===== config.mk =====
export PLATFORM = sky130hd
export DESIGN_NAME = lazy_condition_flag_evaluator_top
export DESIGN_NICKNAME = d
export VERILOG_FILES = /design/src/rtl/core/lcfe_pkg.sv /design/src/rtl/core/lazy_condition_flag_evaluator_top.sv
export SDC_FILE = /design/constraint.sdc
export NUM_CORES = 1
export LEC_CHECK = 0
export ABC_AREA = 1
export BUFFER_PORTS_ARGS = -buffer_cell sky130_fd_sc_hd__buf_2
export CELL_PAD_IN_SITES_DETAIL_PLACEMENT = 1
export CELL_PAD_IN_SITES_GLOBAL_PLACEMENT = 1
export CORE_ASPECT_RATIO = 0.75
export CORE_UTILIZATION = 40
export DETAILED_ROUTE_END_ITERATION = 10
export MAX_ROUTING_LAYER = met4
export PLACE_DENSITY = 0.87
export SYNTH_ARGS = -nofsm -noshare
export SYNTH_HDL_FRONTEND = slang
export SYNTH_SLANG_ARGS = --single-unit

===== constraint.sdc =====
create_clock -name clock -period 4.3 [get_ports clock]
set_input_delay 0.215 -clock clock [delete_from_list [all_inputs] [get_ports clock]]
set_output_delay 0.215 -clock clock [all_outputs]
set_load 0.01 [all_outputs]

===== src/rtl/core/lcfe_pkg.sv =====
// ---------------------------------------------------------------------------
// lcfe_pkg
// Shared types, codes and the add-rule flag function of the lazy condition
// flag evaluator.
// ---------------------------------------------------------------------------
`default_nettype none

package lcfe_pkg;

   // Flag vector covers bits 0 through 8 of the status word.
   localparam int unsigned FLAG_W = 9;
   typedef logic [FLAG_W-1:0] flags_type;

   localparam flags_type FL_C = 9'h001;
   localparam flags_type FL_V = 9'h002;
   localparam flags_type FL_Z = 9'h004;
   localparam flags_type FL_N = 9'h008;
   localparam flags_type FL_X = 9'h010;
   localparam flags_type FL_R = 9'h100;

   // Operation classes.
   typedef logic [2:0] func_type;
   localparam func_type FUNC_LIVE  = 3'd0;
   localparam func_type FUNC_MOVE  = 3'd1;
   localparam func_type FUNC_SUB   = 3'd2;
   localparam func_type FUNC_MCP   = 3'd3;
   localparam func_type FUNC_MULS  = 3'd4;
   localparam func_type FUNC_MULU  = 3'd5;
   localparam func_type FUNC_ARITH = 3'd6;
   localparam func_type FUNC_SPARE = 3'd7;

   // Operand sizes.
   typedef logic [1:0] size_type;
   localparam size_type SIZE_BYTE  = 2'd0;
   localparam size_type SIZE_WORD  = 2'd1;
   localparam size_type SIZE_DWORD = 2'd2;
   localparam size_type SIZE_OTHER = 2'd3;

   // Add rule at one sign position. The carry goes to C, or to R when
   // use_r is set.
   function automatic flags_type add_rule(input logic s, input logic d,
                                          input logic r, input logic z,
                                          input logic use_r);
      flags_type f;
      flags_type cbit;
      f    = '0;
      cbit = use_r ? FL_R : FL_C;
      if (r) begin
         f = f | FL_N;
         if (!s && !d) begin
            f = f | FL_V;
         end else if (s && d) begin
            f = f | cbit;
         end
      end else begin
         if (z) begin
            f = f | FL_Z;
         end
         if (s && d) begin
            f = f | FL_V;
         end
         if (s || d) begin
            f = f | cbit;
         end
      end
      return f;
   endfunction

endpackage

`default_nettype wire


===== src/rtl/core/lazy_condition_flag_evaluator_top.sv =====
// ---------------------------------------------------------------------------
// lazy_condition_flag_evaluator_top
// Evaluates one deferred flag job per item and returns the new
// condition-code status word.
// ---------------------------------------------------------------------------
// Usage:
//   The req_ channel carries one flag job per item: class, size, operands,
//   result, product high word, old status word, update mask and the
//   extended bit. The rsp_ channel returns the updated status word.
//   Both channels use valid and stall; an item moves at a clock edge where
//   valid is high and stall is low.
//   rsp_valid rises once an accepted item has passed through the stage one,
//   stage two and stage three registers. With no stall, one item is accepted
//   per cycle, so throughput is one item per clock.
//   Stage one reduces the operands to sign and zero bits, stage two picks
//   the flags for the class, stage three merges them into the old word.
//   Each stage holds while the stage after it is full and stalled; an empty
//   stage always takes data, so a stalled output still lets earlier items
//   move up into empty stages. req_stall rises only when all stages are
//   full and rsp_stall is high.
//   Synchronous reset empties the pipeline; no result is pending after it.
// ---------------------------------------------------------------------------
`default_nettype none

module lazy_condition_flag_evaluator_top (
   input  wire logic        clock,
   input  wire logic        reset,
   input  wire logic        req_valid,
   output logic             req_stall,
   input  wire logic [2:0]  req_func,
   input  wire logic [1:0]  req_size_code,
   input  wire logic [31:0] req_src_value,
   input  wire logic [31:0] req_dst_value,
   input  wire logic [31:0] req_result_value,
   input  wire logic [31:0] req_mof_value,
   input  wire logic [31:0] req_ccs_in,
   input  wire logic [31:0] req_flag_mask,
   input  wire logic        req_extended,
   output logic             rsp_valid,
   input  wire logic        rsp_stall,
   output logic [31:0]      rsp_ccs_out
);

   // Stage advance enables: a stage loads when empty or when its content
   // moves on.
   logic adv1, adv2, adv3;

   logic v1_ff, v1_in, v2_ff, v2_in, v3_ff, v3_in;

   assign adv3      = !v3_ff || !rsp_stall;
   assign adv2      = !v2_ff || adv3;
   assign adv1      = !v1_ff || adv2;
   assign req_stall = !adv1;

   assign v1_in = adv1 ? req_valid : v1_ff;
   assign v2_in = adv2 ? v1_ff : v2_ff;
   assign v3_in = adv3 ? v2_ff : v3_ff;

   always_ff @(posedge clock) begin
      if (reset) begin
         v1_ff <= 1'b0;
         v2_ff <= 1'b0;
         v3_ff <= 1'b0;
      end else begin
         v1_ff <= v1_in;
         v2_ff <= v2_in;
         v3_ff <= v3_in;
      end
   end

   // Stage one: sign and zero bits of the operands.
   lcfe_pkg::func_type func1_ff, func1_in;
   lcfe_pkg::size_type size1_ff, size1_in;
   logic [2:0]  s1_ff, s1_in;   // source signs at bits 7, 15, 31
   logic [2:0]  d1_ff, d1_in;   // destination signs
   logic [2:0]  r1_ff, r1_in;   // result signs
   logic [2:0]  rz1_ff, rz1_in; // result zero over byte, word, dword
   logic        mz1_ff, mz1_in, mo1_ff, mo1_in, m31_1_ff, m31_1_in;
   logic [31:0] ccs1_ff, ccs1_in, mask1_ff, mask1_in;
   logic        ext1_ff, ext1_in;
   logic [31:0] src_eff;

   // Subtract and compare work on the inverted source.
   assign src_eff  = (req_func == lcfe_pkg::FUNC_SUB) ? ~req_src_value : req_src_value;
   assign func1_in = req_func;
   assign size1_in = req_size_code;
   assign s1_in    = {src_eff[31], src_eff[15], src_eff[7]};
   assign d1_in    = {req_dst_value[31], req_dst_value[15], req_dst_value[7]};
   assign r1_in    = {req_result_value[31], req_result_value[15], req_result_value[7]};
   assign rz1_in   = {req_result_value == 32'd0, req_result_value[15:0] == 16'd0,
                      req_result_value[7:0] == 8'd0};
   assign mz1_in   = req_mof_value == 32'd0;
   assign mo1_in   = &req_mof_value;
   assign m31_1_in = req_mof_value[31];
   assign ccs1_in  = req_ccs_in;
   assign mask1_in = req_flag_mask;
   assign ext1_in  = req_extended;

   always_ff @(posedge clock) begin
      if (adv1) begin
         func1_ff <= func1_in;
         size1_ff <= size1_in;
         s1_ff    <= s1_in;
         d1_ff    <= d1_in;
         r1_ff    <= r1_in;
         rz1_ff   <= rz1_in;
         mz1_ff   <= mz1_in;
         mo1_ff   <= mo1_in;
         m31_1_ff <= m31_1_in;
         ccs1_ff  <= ccs1_in;
         mask1_ff <= mask1_in;
         ext1_ff  <= ext1_in;
      end
   end

   // Stage two: flag selection by operation class.
   lcfe_pkg::flags_type generic_flags, flags2_in, flags2_ff;
   logic        live2_ff, live2_in;
   logic [31:0] ccs2_ff, mask2_ff;
   logic        ext2_ff;
   logic        mul_z;

   always_comb begin
      unique case (size1_ff)
         lcfe_pkg::SIZE_BYTE:
            generic_flags = lcfe_pkg::add_rule(s1_ff[0], d1_ff[0], r1_ff[0], rz1_ff[0], 1'b0);
         lcfe_pkg::SIZE_WORD:
            generic_flags = lcfe_pkg::add_rule(s1_ff[1], d1_ff[1], r1_ff[1], rz1_ff[1], 1'b0);
         lcfe_pkg::SIZE_DWORD:
            generic_flags = lcfe_pkg::add_rule(s1_ff[2], d1_ff[2], r1_ff[2], rz1_ff[2], 1'b0);
         default:
            generic_flags = '0;
      endcase
   end

   assign mul_z    = mz1_ff && rz1_ff[2];
   assign live2_in = func1_ff == lcfe_pkg::FUNC_LIVE;

   always_comb begin
      flags2_in = '0;
      unique case (func1_ff)
         lcfe_pkg::FUNC_LIVE: begin
            flags2_in = '0;
         end
         lcfe_pkg::FUNC_MOVE: begin
            if (size1_ff == lcfe_pkg::SIZE_DWORD) begin
               flags2_in = r1_ff[2] ? lcfe_pkg::FL_N
                         : (rz1_ff[2] ? lcfe_pkg::FL_Z : '0);
            end else if (size1_ff == lcfe_pkg::SIZE_WORD) begin
               flags2_in = r1_ff[1] ? lcfe_pkg::FL_N
                         : (rz1_ff[2] ? lcfe_pkg::FL_Z : '0);
            end else begin
               flags2_in = generic_flags;
            end
         end
         lcfe_pkg::FUNC_SUB: begin
            flags2_in = generic_flags ^ lcfe_pkg::FL_C;
         end
         lcfe_pkg::FUNC_MCP: begin
            flags2_in = lcfe_pkg::add_rule(s1_ff[2], d1_ff[2], r1_ff[2], rz1_ff[2], 1'b1);
         end
         lcfe_pkg::FUNC_MULS, lcfe_pkg::FUNC_MULU: begin
            if (mul_z) begin
               flags2_in = flags2_in | lcfe_pkg::FL_Z;
            end else if (m31_1_ff) begin
               flags2_in = flags2_in | lcfe_pkg::FL_N;
            end
            // Overflow when the high word is not the sign extension (signed) or not zero (unsigned).
            if (func1_ff == lcfe_pkg::FUNC_MULS) begin
               if (r1_ff[2] ? !mo1_ff : !mz1_ff) begin
                  flags2_in = flags2_in | lcfe_pkg::FL_V;
               end
            end else if (!mz1_ff) begin
               flags2_in = flags2_in | lcfe_pkg::FL_V;
            end
         end
         lcfe_pkg::FUNC_ARITH, lcfe_pkg::FUNC_SPARE: begin
            flags2_in = generic_flags;
         end
         default: begin
            flags2_in = generic_flags;
         end
      endcase
   end

   always_ff @(posedge clock) begin
      if (adv2) begin
         flags2_ff <= flags2_in;
         live2_ff  <= live2_in;
         ccs2_ff   <= ccs1_ff;
         mask2_ff  <= mask1_ff;
         ext2_ff   <= ext1_ff;
      end
   end

   // Stage three: merge the flags into the old word under the mask; live jobs keep the old word.
   logic [31:0] wb_mask, wb_flags, ccs3_in, ccs3_ff;

   always_comb begin
      wb_mask = mask2_ff | {23'd0, lcfe_pkg::FL_X};
      if (ext2_ff) begin
         wb_mask = wb_mask & ~{23'd0, flags2_ff & lcfe_pkg::FL_Z};
      end
      wb_flags = {23'd0, flags2_ff} & wb_mask;
      ccs3_in  = live2_ff ? ccs2_ff : ((ccs2_ff & ~wb_mask) | wb_flags);
   end

   always_ff @(posedge clock) begin
      if (adv3) begin
         ccs3_ff <= ccs3_in;
      end
   end

   assign rsp_valid   = v3_ff;
   assign rsp_ccs_out = ccs3_ff;

endmodule

`default_nettype wire

==> results of run 1 <==
metal layers:
layer / share of wire / wire (um)
met1: 0.39 / 6220
met2: 0.55 / 8810
met3: 0.039 / 618
met4: 0.017 / 267
met5: 0 / 0
critical path: stages, from the launching register on:
cell and delay (ns):
dfxtp_1 0.32, nand2_2 0.64, nor2_1 0.23, nand2_4 0.85, inv_1 0.14, nor2_1 0.17
nor2_1 0.06, dlygate4sd3_1 0.56
power groups by stage:
stage / Sequential [mW] / Combinational [mW] / Clock, mW
6_report: 2.17 / 0.253 / 1.62
5_1_grt: 2.18 / 0.272 / 1.71
4_1_cts: 2.17 / 0.250 / 1.65
3_5_place_dp: 2.21 / 0.194 / 0
3_3_place_gp: 2.20 / 0.180 / 0
2_1_floorplan: 2.21 / 0.0591 / 0
layout by cell type (no fill, tap or decap), drive strengths merged, types with 2 or more instances in the layout:
cell type and count:
nand2 49, clkinvlp 2, a21boi 26, nor3 7
dlygate4sd3 77, inv 32, clkbuf 18, dfxtp 3
o21ai 5, nand3 21, nor2 47, bufinv 2
buf 178, mux2i 4, edfxtp 186, nand4 14
xnor2 3, clkinv 4, a21oi 2
metrics by stage:
stage	hold WS [ns]	total power [mW]
CTS	0.00203	4.07
global placement	0.393	2.38
global route	0.00845	4.17
detailed placement	0.394	2.41
floorplan	0.284	2.27
finish	0.0223	4.04
state kept, by name (all words and copies together), names as in the netlist, 2 cells and up:
name	count
flags2_ff	5
mask1_ff	31
size1_ff	2
ccs1_ff	32
mask2_ff	31
rsp_ccs_out	32
func1_ff	3
d1_ff	3
ccs2_ff	32
r1_ff	3
rz1_ff	3
s1_ff	3
cell families after synthesis:
logic type,Yosys count
flops,189
simple gates,142
compound gates,34
buf+inv,30
mux,4
xor+xnor,3
area by class of cell:
type	instances	share of cell area
Tap cell	210	0.0284
Sequential cell	189	0.609
Inverter	26	0.0105
Multi-Input combinational cell	183	0.105
Clock inverter	14	0.0189
Timing Repair Buffer	255	0.180
Clock buffer	18	0.0474
worst max path at each step:
stage | startpoint | to | cells after the start
2_1_floorplan | rsp_valid | v1_ff | 6
3_3_place_gp | rsp_stall | req_stall | 6
3_5_place_dp | rsp_stall | req_stall | 6
4_1_cts | rsp_valid | req_stall | 5
5_1_grt | rsp_valid | v1_ff | 7
6_report | rsp_valid | v1_ff | 7
what timing repair did:
action,in CTS,in global routing
hold endpoints to repair,78,0
hold buffers,77,0
setup buffers,0,0
==> impl_metrics.csv, run 1 <==
group,metric,value,unit
run_status,status,"finished clean",
pwr,switchingPower,877,uW
floorplan,dieArea,0.0174,mm^2
sta,rsz0062_at_grt,"no",
global_route,busiest_layer,"met2",
cells_and_area,multiInputGateArea,977,um^2
worst_setup_path,end_kind,"flop",
clock_tree,clock_latency,0.43,ns
synth,synth_top_family_by_area,"simple AND/OR/NAND/NOR gates",
sta,finalCriticalPeriod,3.10,ns
global_route,grt_max_degree,86,
hold_path,hold_class,"primary input to flop",
cells_and_area,final_util,0.571,
detailed_routing,drc,0,
placed_design,dpl_cell_area,0.00788,mm^2
cells_and_area,area_growth_syn_to_layout,37.6,%
global_route,antenna_found_initial,0,
pwr,p_per_area,436,mW/mm^2
floorplan,num_rows,40,
global_route,overflow,0,
hold_path,min_path_cells,1,
cells_and_area,fin_area,0.00926,mm^2
synth,synth_fp_nets,604,
cells_and_area,fillers,1615,
sta,skew,0.0142,ns
pwr,switching_share,0.217,
synth,synth_cell_types,26,
global_route,grt_first_pass_wirelength,24500,um
synth,synthCells,402,
detailed_routing,drt_pass1_iterations,4,
synth,synth_compound_area_frac,0.0357,
pwr,pwr-share-clk,0.400,
synth,synthMuxAreaShare,0.00595,
floorplan,core,0.0162,mm^2
floorplan,io_pins,236,
cells_and_area,final_nets,874,
detailed_routing,vias_per_cell,4.82,
placed_design,port_buffers,176,
synth,synth.most_common_cell,"edfxtp_1",
placed_design,post-place-ws,1.59,ns
synth,synth_seq_cells,189,
sta,tightest_slew,1.13,ns
synth,yosys.area_share.simple,0.0948,
global_route,use_met3,0.0360,
sta,max_slew_margin,0.248,
placed_design,place_hpwl,10500,um
synth,synth_top_cell_by_area,"edfxtp_1",
worst_setup_path,crit_required,4.61,ns
synth,synthAdderAreaFrac,0,
clock_tree,cts_tree,"yes",
worst_setup_path,ff2ff_path_depth,7,
synth,synth_ff_type,"edfxtp_1",
cells_and_area,n_antenna_cell,0,
clock_tree,cts-resized-gates,0,
synth,ys_async_sr_fraction,0,
clock_tree,clockBufferDepth,2,
worst_setup_path,crit_type,"flop to flop",
floorplan,die_w,152,um
synth,synth_top_cell_area_share,0.829,
floorplan,die_h,114,um
sta,setup_slack,1.20,ns
detailed_routing,post_drt_wl_per_cell,17.8,um
global_route,grt_use_met1,0.202,
worst_setup_path,r2r-end,"v1_ff",
hold_path,worstHoldStart,"req_mof_value[31]",
pwr,intPower,3.16,mW
cells_and_area,drive_gt1_frac,0.333,
floorplan,start_util,0.415,
clock_tree,cts.sinks,189,
synth,yosys-top-cells-area,"edfxtp_1 83%, a21boi_0 2.9%, nand2_1 2.7%",
sta,finalSetupViolations,0,
worst_setup_path,rr_startpoint,"rsp_valid",
pwr,seqPwrFrac,0.537,
hold_path,hold-path-endpoint,"m31_1_ff",
synth,synth_commonest_cells,"186 x edfxtp_1, 48 x nand2_1, 43 x nor2_1",
placed_design,dp_cells,786,
clock_tree,cts_root_buf,"clkbuf_16",
cells_and_area,regArea,0.00565,mm^2
pwr,p_leak,3.91,nW
clock_tree,cts_buffers,17,
sta,fmax,323,MHz
synth,synth_edf_count,186,
global_route,grt_pass1_vias,4700,
worst_setup_path,worst-endpoint-arrival,3.41,ns
global_route,track_usage,0.194,
worst_setup_path,crit_fanout,85,
pwr,power_frac_comb,0.063,
synth,syn_area,0.00673,mm^2
synth,synth-seq-area-share,0.838,
worst_setup_path,startpoint_type,"flop",
clock_tree,clk_pin_slew_worst_paths,0.08,ns
detailed_routing,final_antenna_net_count,0,
synth,synth_warnings,0,
placed_design,gp_congestion,0.838,
detailed_routing,dr_total_vias,4316,
detailed_routing,routed_wl,15900,um
synth,yosys.area_share.xor_xnor,0.00725,
detailed_routing,drtIter0Drc,180,
sta,post-route-period-util,0.720,
job,cap_violations,0,
synth,avgSynthCellArea,16.8,um^2
cells_and_area,finalNonFillerCells,895,
global_route,use_met2,0.369,
sta,setup-tns-final,0,ns
sta,finalHoldViolCount,0,
worst_setup_path,reg2reg_slack,1.20,ns
sta,finalMaxSlewViolations,0,
clock_tree,h-tree-depth,4,
pwr,vdd_ir_drop_max,0.260,mV
No activity file was read; power rests on OpenSTA's default activity.
==> run 2: changes to the inputs <==
==> constraint.sdc (replaced) <==
create_clock -name clock -period 3.1 [get_ports clock]
set_input_delay 0.155 -clock clock [delete_from_list [all_inputs] [get_ports clock]]
set_output_delay 0.155 -clock clock [all_outputs]
set_load 0.01 [all_outputs]
==> impl_metrics.csv, run 2 (synthesis gave the netlist of run 1 again) <==
group,metric,value,unit
run_status,status,"finished clean",
pwr,power_frac_comb,0.064,
pwr,switching_share,0.223,
clock_tree,cts-resized-gates,0,
floorplan,core,0.0162,mm^2
worst_setup_path,worst-endpoint-arrival,2.12,ns
global_route,busiest_layer,"met2",
sta,fmax,440,MHz
sta,finalMaxSlewViolations,0,
hold_path,min_path_cells,2,
floorplan,io_pins,236,
detailed_routing,vias_per_cell,4.80,
placed_design,place_hpwl,10800,um
cells_and_area,fin_area,0.00925,mm^2
floorplan,dieArea,0.0174,mm^2
placed_design,port_buffers,176,
worst_setup_path,end_kind,"output pin",
worst_setup_path,worst_path_max_delay_cell,"nand2_4",
pwr,seqPwrFrac,0.545,
cells_and_area,multiInputGateArea,977,um^2
worst_setup_path,crit_fanout,85,
placed_design,dpl_cell_area,0.00789,mm^2
hold_path,hold_class,"primary input to flop",
global_route,use_met2,0.373,
pwr,p_total,5.52,mW
detailed_routing,final_antenna_net_count,0,
detailed_routing,dr_total_vias,4307,
sta,finalSetupViolations,0,
global_route,use_met3,0.0390,
clock_tree,cts.sinks,189,
global_route,track_usage,0.204,
detailed_routing,drt_pass1_iterations,4,
clock_tree,cts_root_buf,"clkbuf_16",
placed_design,gp_congestion,0.855,
sta,finalHoldViolCount,0,
pwr,pwr-share-clk,0.391,
worst_setup_path,crit_path_cell_trace,"nand2_2, nor2_1, nand2_4, inv_1, buf_2",
global_route,grt_pass1_vias,4888,
worst_setup_path,crit_required,2.94,ns
worst_setup_path,startpoint_type,"flop",
floorplan,die_w,152,um
pwr,vdd_ir_drop_max,0.385,mV
sta,post-route-period-util,0.734,
sta,rsz0062_at_grt,"no",
pwr,p_per_area,597,mW/mm^2
cells_and_area,final_common_cell,"edfxtp_1",
floorplan,start_util,0.415,
clock_tree,cts_buffers,17,
floorplan,die_h,114,um
job,cap_violations,0,
sta,skew,0.0167,ns
clock_tree,h-tree-depth,4,
sta,setup-tns-final,0,ns
sta,max_slew_margin,0.219,
global_route,grt_max_degree,86,
global_route,overflow,0,
pwr,intPower,4.29,mW
pwr,p_leak,3.90,nW
clock_tree,postCtsHoldBufs,78,
detailed_routing,drtIter0Drc,188,
worst_setup_path,crit_type,"flop to output pin",
clock_tree,clk_pin_slew_worst_paths,0.07,ns
clock_tree,cts_setup_buffers,0,
cells_and_area,layout_common_cells,"186 x edfxtp_1, 176 x buf_2, 78 x dlygate4sd3_1",
floorplan,num_rows,40,
clock_tree,cts_tree,"yes",
global_route,antenna_found_initial,0,
cells_and_area,final_nets,876,
detailed_routing,drc,0,
cells_and_area,drive_gt1_frac,0.332,
cells_and_area,fillers,1607,
cells_and_area,n_antenna_cell,0,
sta,tightest_slew,1.17,ns
detailed_routing,routed_wl,16300,um
detailed_routing,post_drt_wl_per_cell,18.2,um
clock_tree,clockBufferDepth,2,
placed_design,post-place-ws,1.10,ns
sta,setup_slack,0.826,ns
pwr,switchingPower,1.23,mW
global_route,grt_use_met1,0.218,
worst_setup_path,max_stage_delay,0.64,ns
global_route,grt_first_pass_wirelength,25400,um
cells_and_area,area_growth_syn_to_layout,37.4,%
sta,finalCriticalPeriod,2.27,ns
cells_and_area,regArea,0.00565,mm^2
worst_setup_path,ff2ff_path_depth,4,
clock_tree,clock_latency,0.44,ns
==> run 2: path summary, 6_finish.rpt <==
path	startpoint	endpoint	slack (ns)
min	req_src_value[7]	s1_ff[0]	0.05
max	rsp_valid	req_stall	0.83
max reg2reg	rsp_valid	ccs2_ff[29]	1.15
min reg2reg	mask1_ff[3]	mask2_ff[3]	0.42
==> run 2: layout make-up <==
class,count,share of cell area
Sequential cell,189,0.610
Timing Repair Buffer,257,0.182
Multi-Input combinational cell,183,0.106
Clock buffer,17,0.0460
Tap cell,210,0.0284
Clock inverter,15,0.0173
Inverter,26,0.0105
==> run 2: critical path, delay by kind of cell, from the launching register on <==
family,cells,cell delay (ns)
DFF,1,0.34
buffers and inverters,2,0.41
and+or+nand+nor,3,0.94
==> run 2: layer usage <==
layer	wire [um]	share of wire
met5	0	0
met4	252	0.015
met3	762	0.047
met2	8920	0.55
met1	6410	0.39
==> run 2: power groups by stage <==
| stage | Sequential, mW | Combinational [mW] | Clock, mW |
|---|---|---|---|
| 2_1_floorplan | 3.06 | 0.0820 | 0 |
| 3_3_place_gp | 3.05 | 0.249 | 0 |
| 3_5_place_dp | 3.07 | 0.270 | 0 |
| 4_1_cts | 3.01 | 0.350 | 2.20 |
| 5_1_grt | 3.03 | 0.383 | 2.28 |
| 6_report | 3.01 | 0.352 | 2.16 |
==> run 2: through the flow <==
step / std cells / utilization / hold slack (ns)
floorplan: 402 / - / 0.224
global placement: 787 / 0.486 / 0.332
detailed placement: 787 / 0.486 / 0.333
global route: 897 / 0.571 / 0.0425
finish: 897 / 0.571 / 0.0466
CTS: 897 / 0.571 / 0.0305
==> run 3: changes to the inputs <==
==> constraint.sdc (replaced) <==
create_clock -name clock -period 2.3 [get_ports clock]
set_input_delay 0.115 -clock clock [delete_from_list [all_inputs] [get_ports clock]]
set_output_delay 0.115 -clock clock [all_outputs]
set_load 0.01 [all_outputs]
==> impl_metrics.csv, run 3 (synthesis gave the netlist of run 1 again) <==
group,metric,value,unit
cells_and_area,fillers,1606,
pwr,p_per_area,806,mW/mm^2
clock_tree,cts_tree,"yes",
placed_design,place_hpwl,10200,um
sta,tightest_slew,0.560,ns
cells_and_area,final_nets,882,
worst_setup_path,worst_path_max_delay_cell,"buf_12",
cells_and_area,n_antenna_cell,0,
clock_tree,cts-resized-gates,0,
sta,max_slew_margin,0.627,
run_status,status,"finished clean",
worst_setup_path,ff2ff_path_depth,3,
global_route,overflow,0,
cells_and_area,layout_common_cells,"186 x edfxtp_1, 176 x buf_2, 81 x dlygate4sd3_1",
worst_setup_path,r2r-end,"rsp_ccs_out[28]",
clock_tree,postCtsHoldBufs,81,
cells_and_area,regArea,0.00565,mm^2
clock_tree,clk_pin_slew_worst_paths,0.07,ns
worst_setup_path,crit_path_cell_trace,"inv_1, nor2_4, nand2_4, buf_12, inv_1, buf_2",
sta,finalCriticalPeriod,1.71,ns
sta,post-route-period-util,0.745,
global_route,grt_max_degree,86,
worst_setup_path,rr_startpoint,"live2_ff",
worst_setup_path,crit_required,2.18,ns
detailed_routing,routed_wl,16200,um
pwr,p_leak,3.95,nW
worst_setup_path,critical_path.most_common_cell,"inv_1",
cells_and_area,final_common_cell,"edfxtp_1",
placed_design,post-place-ws,0.777,ns
worst_setup_path,reg2reg_slack,0.78,ns
worst_setup_path,crit_type,"flop to output pin",
clock_tree,cts_setup_buffers,0,
floorplan,dieArea,0.0174,mm^2
detailed_routing,drt_pass1_iterations,4,
placed_design,dp_cells,790,
worst_setup_path,end_kind,"output pin",
sta,finalSetupViolations,0,
floorplan,die_h,114,um
hold_path,min_path_cells,4,
detailed_routing,drtIter0Drc,203,
sta,finalHoldViolCount,0,
floorplan,die_w,152,um
sta,finalMaxSlewViolations,0,
detailed_routing,vias_per_cell,4.79,
sta,rsz0062_at_grt,"no",
job,cap_violations,0,
clock_tree,clock_latency,0.43,ns
sta,skew,0.00906,ns
cells_and_area,drive_gt1_frac,0.335,
sta,worst_hold_slack,0.0670,ns
clock_tree,h-tree-depth,4,
floorplan,num_rows,40,
placed_design,gp_congestion,0.851,
cells_and_area,area_growth_syn_to_layout,38.9,%
worst_setup_path,worst-endpoint-arrival,1.60,ns
hold_path,hold-path-endpoint,"rz1_ff[0]",
global_route,track_usage,0.203,
global_route,antenna_found_initial,0,
worst_setup_path,startpoint_type,"flop",
pwr,vdd_ir_drop_max,0.499,mV
worst_setup_path,max_stage_delay,0.34,ns
worst_setup_path,crit_fanout,85,
clock_tree,cts_root_buf,"clkbuf_16",
detailed_routing,drc,0,
global_route,grt_first_pass_wirelength,25300,um
floorplan,core,0.0162,mm^2
global_route,grt_pass1_vias,4749,
placed_design,port_buffers,176,
detailed_routing,final_antenna_net_count,0,
cells_and_area,multiInputGateArea,990,um^2
clock_tree,clockBufferDepth,2,
floorplan,io_pins,236,
detailed_routing,dr_total_vias,4324,
hold_path,worstHoldStart,"req_result_value[0]",
detailed_routing,post_drt_wl_per_cell,17.9,um
sta,fmax,584,MHz
cells_and_area,finalNonFillerCells,903,
sta,setup_slack,0.587,ns
clock_tree,cts_buffers,17,
clock_tree,cts.sinks,189,
sta,setup-tns-final,0,ns
hold_path,hold_class,"primary input to flop",
floorplan,start_util,0.415,
## run 3: per-layer routing
metal	up-vias	track usage	part of all wire
met3	25	0.0458	0.039
met2	138	0.370	0.55
met4	0	0.0720	0.021
li1	2044	-	-
met1	2117	0.218	0.39
met5	-	-	0
## run 3: final cells by class
cell class	count	area share
clock inverters	15	0.0189
inverters	26	0.0108
flip-flops and latches	189	0.604
well taps	210	0.0281
multi-input cells	183	0.106
repair buffers	263	0.187
clock buffers	17	0.0455
## run 3: critical path: cells and delay by family (launching register included)
family                 cells  cell delay (ns)
buffers and inverters      4             0.73
flip-flops                 1             0.31
AND/OR/NAND/NOR            2             0.15
## run 3: worst max-delay path by stage
stage / startpoint / endpoint / depth (start not counted)
finish: v2_ff / req_stall / 6
global route: v2_ff / req_stall / 6
CTS: v2_ff / req_stall / 6
detailed placement: live2_ff / rsp_ccs_out[27] / 3
global placement: live2_ff / rsp_ccs_out[5] / 3
floorplan: rsp_valid / ccs2_ff[0] / 3
## run 3: through the flow
stage	area [um^2]	util	total power [mW]
final	9350	0.577	7.54
after global routing	9350	0.577	7.80
after CTS	9350	0.577	7.57
after detailed placement	7940	0.490	4.50
after global placement	7940	0.490	4.45
after floorplan	6760	-	4.24
## run 3: where the power goes
part           internal, mW  switching, mW  leakage [nW]
registers              3.98         0.0781          2.03
clock network          1.64           1.35         0.290
logic                 0.264          0.214          1.63
